===== src/hdl/weighted_window_smoothing_defines.svh =====
// ----------------------------------------------------------------------------
// Weighted window smoothing: assertion macros
// Concurrent check macros, compiled out for synthesis.
// ----------------------------------------------------------------------------
`ifndef WEIGHTED_WINDOW_SMOOTHING_DEFINES_SVH
`define WEIGHTED_WINDOW_SMOOTHING_DEFINES_SVH

`ifndef SYNTHESIS
`define WWS_ASSERT(lbl, clk, rstn, prop) \
    lbl: assert property (@(posedge clk) disable iff (!rstn) prop) \
        else $error("weighted_window_smoothing: check failed");
`define WWS_ASSERT_NEXT(lbl, clk, rstn, ante, cons) \
    lbl: assert property (@(posedge clk) disable iff (!rstn) (ante) |=> (cons)) \
        else $error("weighted_window_smoothing: sequence check failed");
`else
`define WWS_ASSERT(lbl, clk, rstn, prop)
`define WWS_ASSERT_NEXT(lbl, clk, rstn, ante, cons)
`endif

`endif


===== src/hdl/wws_pkg.sv =====
// ----------------------------------------------------------------------------
// Weighted window smoothing: package
// Shared constants, codes and state type.
// ----------------------------------------------------------------------------
`default_nettype none

package wws_pkg;

    localparam int DEF_MAX_RADIUS = 2;
    localparam int DEF_MAX_WIDTH  = 1024;

    localparam int FUNC_W     = 2;
    localparam int PIX_W      = 8;
    localparam int WIDX_W     = 5;
    localparam int WGT_W      = 8;
    localparam int CFG_W      = 11;
    localparam int CFG_ADDR_W = 2;
    localparam int RADREG_W   = 2;
    localparam int ROW_W      = 11;
    localparam int QUOT_W     = 8;
    localparam int S_TDATA_W  = 24;
    localparam int M_TDATA_W  = 8;

    localparam logic [FUNC_W-1:0] FUNC_LOAD  = 2'd0;
    localparam logic [FUNC_W-1:0] FUNC_PIXEL = 2'd1;
    localparam logic [FUNC_W-1:0] FUNC_DRAIN = 2'd2;
    localparam logic [FUNC_W-1:0] FUNC_SPARE = 2'd3;

    localparam logic [CFG_ADDR_W-1:0] REG_WIDTH  = 2'd0;
    localparam logic [CFG_ADDR_W-1:0] REG_HEIGHT = 2'd1;
    localparam logic [CFG_ADDR_W-1:0] REG_RADIUS = 2'd2;
    localparam logic [CFG_ADDR_W-1:0] REG_SPARE  = 2'd3;

    localparam logic [CFG_W-1:0]    RST_WIDTH  = 11'd640;
    localparam logic [CFG_W-1:0]    RST_HEIGHT = 11'd480;
    localparam logic [RADREG_W-1:0] RST_RADIUS = 2'd1;

    typedef enum logic [2:0] {
        S_IDLE,
        S_CHECK,
        S_TAP,
        S_FLUSH,
        S_DIV_START,
        S_DIV_WAIT,
        S_EMIT
    } t_state;

endpackage

`default_nettype wire


===== src/hdl/wws_div.sv =====
// ----------------------------------------------------------------------------
// Weighted window smoothing: divider
// Restoring division, one quotient bit per cycle, 8-bit quotient.
// ----------------------------------------------------------------------------
`default_nettype none

module wws_div #(
    parameter int NUM_W = 21,
    parameter int DEN_W = 13
) (
    input  wire logic                      i_clk,
    input  wire logic                      i_rst_n,
    input  wire logic                      i_start,
    input  wire logic [NUM_W-1:0]          i_num,
    input  wire logic [DEN_W-1:0]          i_den,
    output logic                           o_done,
    output logic [wws_pkg::QUOT_W-1:0]     o_quot
);

    localparam int SH_W  = DEN_W + wws_pkg::QUOT_W - 1;
    localparam int CMP_W = (NUM_W > SH_W) ? NUM_W : SH_W;
    localparam int CNT_W = $clog2(wws_pkg::QUOT_W);

    logic [CMP_W-1:0] r_rem;
    logic [CMP_W-1:0] r_dsh;
    logic [CNT_W-1:0] r_cnt;
    logic             r_busy;

    always_ff @(posedge i_clk) begin
        if (!i_rst_n) begin
            r_busy <= 1'b0;
            o_done <= 1'b0;
            r_cnt  <= '0;
        end else begin
            o_done <= 1'b0;
            if (i_start) begin
                r_busy <= 1'b1;
                r_cnt  <= '0;
            end else if (r_busy) begin
                r_cnt <= r_cnt + CNT_W'(1);
                if (r_cnt == CNT_W'(wws_pkg::QUOT_W - 1)) begin
                    r_busy <= 1'b0;
                    o_done <= 1'b1;
                end
            end
        end
    end

    always_ff @(posedge i_clk) begin
        if (i_start) begin
            r_rem  <= CMP_W'(i_num);
            r_dsh  <= CMP_W'({i_den, {(wws_pkg::QUOT_W - 1){1'b0}}});
            o_quot <= '0;
        end else if (r_busy) begin
            if (r_rem >= r_dsh) begin
                r_rem  <= r_rem - r_dsh;
                o_quot <= {o_quot[wws_pkg::QUOT_W-2:0], 1'b1};
            end else begin
                o_quot <= {o_quot[wws_pkg::QUOT_W-2:0], 1'b0};
            end
            r_dsh <= r_dsh >> 1;
        end
    end

endmodule

`default_nettype wire


===== config.mk =====
export PLATFORM = sky130hd
export DESIGN_NAME = wws_div
export DESIGN_NICKNAME = d
export VERILOG_FILES = /design/src/hdl/weighted_window_smoothing_defines.svh /design/src/hdl/wws_pkg.sv /design/src/hdl/wws_div.sv
export SDC_FILE = /design/constraint.sdc
export NUM_CORES = 1
export LEC_CHECK = 0
export BUFFER_PORTS_ARGS = -buffer_cell sky130_fd_sc_hd__clkbuf_2
export CAP_MARGIN = 20
export CORE_UTILIZATION = 30
export DETAILED_ROUTE_END_ITERATION = 10
export GPL_TIMING_DRIVEN = 1
export PLACE_DENSITY = 0.45
export SETUP_SLACK_MARGIN = 0.15
export SYNTH_ARGS = -nofsm -noshare
export SYNTH_HDL_FRONTEND = slang
export SYNTH_SLANG_ARGS = --single-unit

===== constraint.sdc =====
create_clock -name i_clk -period 3.7 [get_ports i_clk]
set_input_delay 0.74 -clock i_clk [delete_from_list [all_inputs] [get_ports i_clk]]
set_output_delay 0.74 -clock i_clk [all_outputs]
set_load 0.01 [all_outputs]

# Word-level counts from Yosys, hierarchy flattened
# Cells that the tools add are included.
[word_totals]
reg_bits = 54
[op_classes]
n_addsub = 2
n_lt_le_gt_ge = 1
eq_ne = 1
muxes = 10
bitwise_logic = 2
n_reduce_logical = 5
[op_table]
columns = ["cell", "count"]
rows = [
  ["$mux 21", 3],
  ["$mux 20", 2],
  ["$ge 21x20->1", 1],
  ["$sub 21x20->21", 1],
  ["$mux 1", 5],
  ["$reduce_bool 2->1", 2],
  ["$add 3x1->3 const B", 1],
  ["$eq 3x3->1 const B", 1],
  ["$reduce_or 3->1", 1],
  ["$not 1->1", 2],
  ["$reduce_and 2->1", 1],
  ["$reduce_or 2->1", 1],
]

# Depth between registers and ports, before layout
[depth]
ltp_word = 4
ltp_mapped = 9
mapped_depth_nobuf = 9

# Worst setup path before layout
# OpenSTA, ideal clock, no wires.
[synth_path]
path_kind = "reg2reg"
from = "register r_dsh[1]"
to = "register r_rem[0], enable pin"
arrival_time_ns = 2.775
required_time_ns = 3.288
setup_slack_ns = 0.513
stages_incl_launch_ff = 9
synth_period_minus_slack_ns = 3.187
path_cell_list = "dfxtp_1 -> inv_1 -> ha_1 -> nor2b_1 -> o31a_1 -> o31ai_2 -> o211ai_2 -> nand4b_1 -> a41oi_1"
[synth_via]
elab_chain_len = 3
[synth_lines]
columns = ["element", "line", "text"]
rows = [
  ["start: declaration", "wws_div.sv:25", "logic [CMP_W-1:0] r_dsh;"],
  ["start signal: assignment", "wws_div.sv:52", "r_dsh <= CMP_W'({i_den, {(wws_pkg::QUOT_W - 1){1'b0}}});"],
  ["start signal: assignment", "wws_div.sv:61", "r_dsh <= r_dsh >> 1;"],
  ["$ge 21x20->1", "wws_div.sv:55", "if (r_rem >= r_dsh) begin"],
  ["$reduce_bool 2->1 (no source line)", "--", ""],
  ["$reduce_and 2->1 (no source line)", "--", ""],
  ["end signal: assignment", "wws_div.sv:51", "r_rem <= CMP_W'(i_num);"],
  ["end signal: assignment", "wws_div.sv:56", "r_rem <= r_rem - r_dsh;"],
  ["end: declaration", "wws_div.sv:24", "logic [CMP_W-1:0] r_rem;"],
]
# Every way passes these cells.
# A chain may end at the register's enable or synchronous reset.

# Worst setup path after layout
[layout_path]
from = "register r_rem[7]"
to = "register r_rem[12], enable pin"
[layout_via]
elab_chain_len = 3
[layout_lines]
columns = ["element", "line"]
rows = [
  ["$ge 21x20->1", "wws_div.sv:55"],
  ["$reduce_bool 2->1 (no source line)", "--"],
  ["$reduce_and 2->1 (no source line)", "--"],
]
# Every way passes these cells.

==> flow_summary.json <==
{
  "path_class": "reg2reg",
  "cts_sinks": 54,
  "syn_area_mm2": 0.00343,
  "root_buffer": "clkbuf_16",
  "final_layout_size_suffix_gt1_share_pct": 16.0,
  "finalSetupViolCount": 0,
  "drv_slew": 0,
  "synth-main-ff-cell": "edfxtp_1",
  "portBuffers": 45,
  "finalNonFillerCells": 558,
  "coreArea_mm2": 0.0110,
  "period_minus_slack_ns": 2.94,
  "n_antenna_cell": 0,
  "drt_first_iter_violations": 117,
  "cts_max_path_buffers": 2,
  "path_cells": "ha_1, nand3_1, nor2_1, nand3_1, o211ai_2, nand4b_1, a41oi_2, buf_12",
  "insertion_delay_ns": 0.30,
  "synth_edf_count": 34,
  "register_area_mm2": 0.00142,
  "grt_overflow": 0,
  "firstDrtPassIters": 4,
  "crit_path_start_kind": "flip-flop",
  "postSynthAreaPerCell_um2": 9.04,
  "grt_pass1_wl_mm": 14.0,
  "track_usage_pct": 15.4,
  "die_y_um": 109,
  "p_leak_uw": 0.00164,
  "worstMarginPinSlew_ns": 0.593,
  "routed.top_layer": "met4",
  "dr_wl_met3_um": 220,
  "synth_commonest_cells": "53 x nand2_1, 35 x nor2_1, 34 x edfxtp_1",
  "hold_viol": 0,
  "crit_path_max_fanout": 16,
  "totalPowerFinal_uw": 2440,
  "ys_seq_area_share_pct": 41.5,
  "multiInputGateArea_mm2": 0.00183,
  "critPathSlowestCell": "a41oi_2",
  "powerDensity_mw_per_mm2": 620,
  "critical_path.top_delay_family": "compound AO/OA/AOI/OAI gates",
  "antenna_found_initial": 0,
  "stdcell_area_mm2": 0.00394,
  "cap_violations": 0,
  "max_slew_margin_pct": 60.4,
  "top_level_ports": 46,
  "required_ns": 3.70,
  "syn_inst": 379,
  "cp_num_buf_inv": 1,
  "drt-vias-per-instance": 5.05,
  "synth_top_area_cell": "edfxtp_1",
  "fmax_mhz": 340,
  "cts_tree": "yes",
  "wl_met2_mm": 3.72,
  "syn_to_final_growth_pct": 15.0,
  "cts_made_buffers": 5,
  "hold_buffers": 0,
  "yosys-top-cells-area": "edfxtp_1 30%, dfxtp_1 12%, ha_1 8.0%",
  "synth.distinct_cells": 56,
  "fin_crit_sh_pct": 79.5,
  "placed_area_mm2": 0.00379,
  "final.fill_count": 1163,
  "synth_nets": 439,
  "wirelength_met1_mm": 4.67,
  "synthArstFlopShare_pct": 0,
  "antenna_left": 0,
  "gp_congestion": 0.842,
  "cp.arrival_ns": 2.94,
  "place_hpwl_mm": 6.42,
  "place_inst": 550,
  "cp_slowest_stage_delay_ns": 0.51,
  "rows": 38,
  "clk_pin_slew_ns": 0.08,
  "end_kind": "flip-flop",
  "dr_total_vias": 2819,
  "grt_max_degree": 51,
  "tns_ns": 0,
  "yosys_warnings": 0,
  "ctsResizeCount": 0,
  "fin_skew_ns": 0.00848,
  "wl_per_cell_um": 15.5,
  "rsz0062_at_grt": "false",
  "hold_class": "reg2reg",
  "grt_pass1_vias": 2706,
  "synth_top_area_share_pct": 29.8,
  "die_x_um": 109,
  "drc": 0,
  "die-area_mm2": 0.0119,
  "nNetsFinal": 477,
  "synth_most_common_cell": "nand2_1",
  "final_util_pct": 35.9,
  "ys_ff_latch": 54,
  "cts_setup_buffers": 0,
  "path_common_cell": "nand3_1",
  "h-tree-depth": 2,
  "wl_mm": 8.64,
  "start_util_pct": 31.2,
  "vdd_ir_drop_max_mv": 0.226,
  "status": "finished clean"
}
==> stage by stage <==
step / hold WS (ns) / setup WS [ns]
6_report: 0.505 / 0.758
5_1_grt: 0.527 / 0.579
4_1_cts: 0.512 / 0.744
3_5_place_dp: 0.491 / 0.802
3_3_place_gp: 0.482 / 0.913
2_1_floorplan: 0.465 / 0.513
==> layout make-up <==
type,count,area share (%)
tap,140,4.45
multi-input combinational,280,46.4
timing repair buffer,49,6.80
clock inverter,3,0.540
inverter,27,2.57
clock buffer,5,3.18
sequential,54,36.1
==> metal layers <==
metal,global-route usage [%],vias to the layer above
li1,-,1440
met2,22.7,44
met5,0,-
met4,2.61,0
met1,23.4,1333
met3,2.45,2
==> registers in the layout (all words and copies together), names as in the netlist <==
| register | flops |
|---|---|
| r_busy | 1 |
| r_cnt | 3 |
| o_quot | 8 |
| o_done | 1 |
| r_rem | 21 |
| r_dsh | 20 |
==> kinds of logic after synthesis <==
family,Yosys count,synth area share [%]
buf+inv,45,5.41
fa+ha+maj,23,8.62
compound gates,102,20.2
simple gates,128,16.7
mux,20,5.84
flops,54,41.5
xor+xnor,7,1.79
==> tightest hold or removal path: cells and delay by family (launching register included) <==
family	cells	cell delay, ns
flops	1	0.33
simple gates	1	0.07
mux	1	0.07
==> cells in the final DEF, fill, tap and decap left out, types with 2 or more instances in the layout <==
| cell type | instances |
|---|---|
| a211oi_1 | 6 |
| a21o_1 | 7 |
| a21oi_1 | 15 |
| a21oi_2 | 2 |
| a22o_1 | 2 |
| a311oi_1 | 2 |
| a31oi_1 | 5 |
| and3_1 | 5 |
| buf_4 | 3 |
| clkbuf_16 | 5 |
| clkbuf_2 | 45 |
| dfxtp_1 | 20 |
| edfxtp_1 | 34 |
| ha_1 | 22 |
| inv_1 | 27 |
| mux2i_1 | 20 |
| nand2_1 | 53 |
| nand2b_1 | 2 |
| nand3_1 | 11 |
| nor2_1 | 35 |
| nor2b_1 | 4 |
| nor3_1 | 6 |
| nor4_1 | 4 |
| o21a_1 | 7 |
| o21ai_0 | 29 |
| o21ai_1 | 2 |
| o21bai_1 | 2 |
| o31a_1 | 3 |
| o31ai_1 | 3 |
| or3_1 | 2 |
| xnor2_1 | 4 |
| xor2_1 | 3 |
==> power by group <==
part           internal [uW]  switching (uW)
Combinational            450             674
Clock                    252             232
Sequential               788            45.0
==> final timing paths <==
| check | slack (ns) | endpoint | start | depth (start not counted) |
|---|---|---|---|---|
| setup / recovery | 0.76 | r_rem[12] | r_rem[7] | 8 |
| hold / removal | 0.50 | r_cnt[2] | r_cnt[2] | 2 |
| hold reg to reg | 0.50 | r_cnt[2] | r_cnt[2] | 2 |
| setup reg to reg | 0.76 | r_rem[12] | r_rem[7] | 8 |
Note: power is estimated with default switching activity, not from simulation.
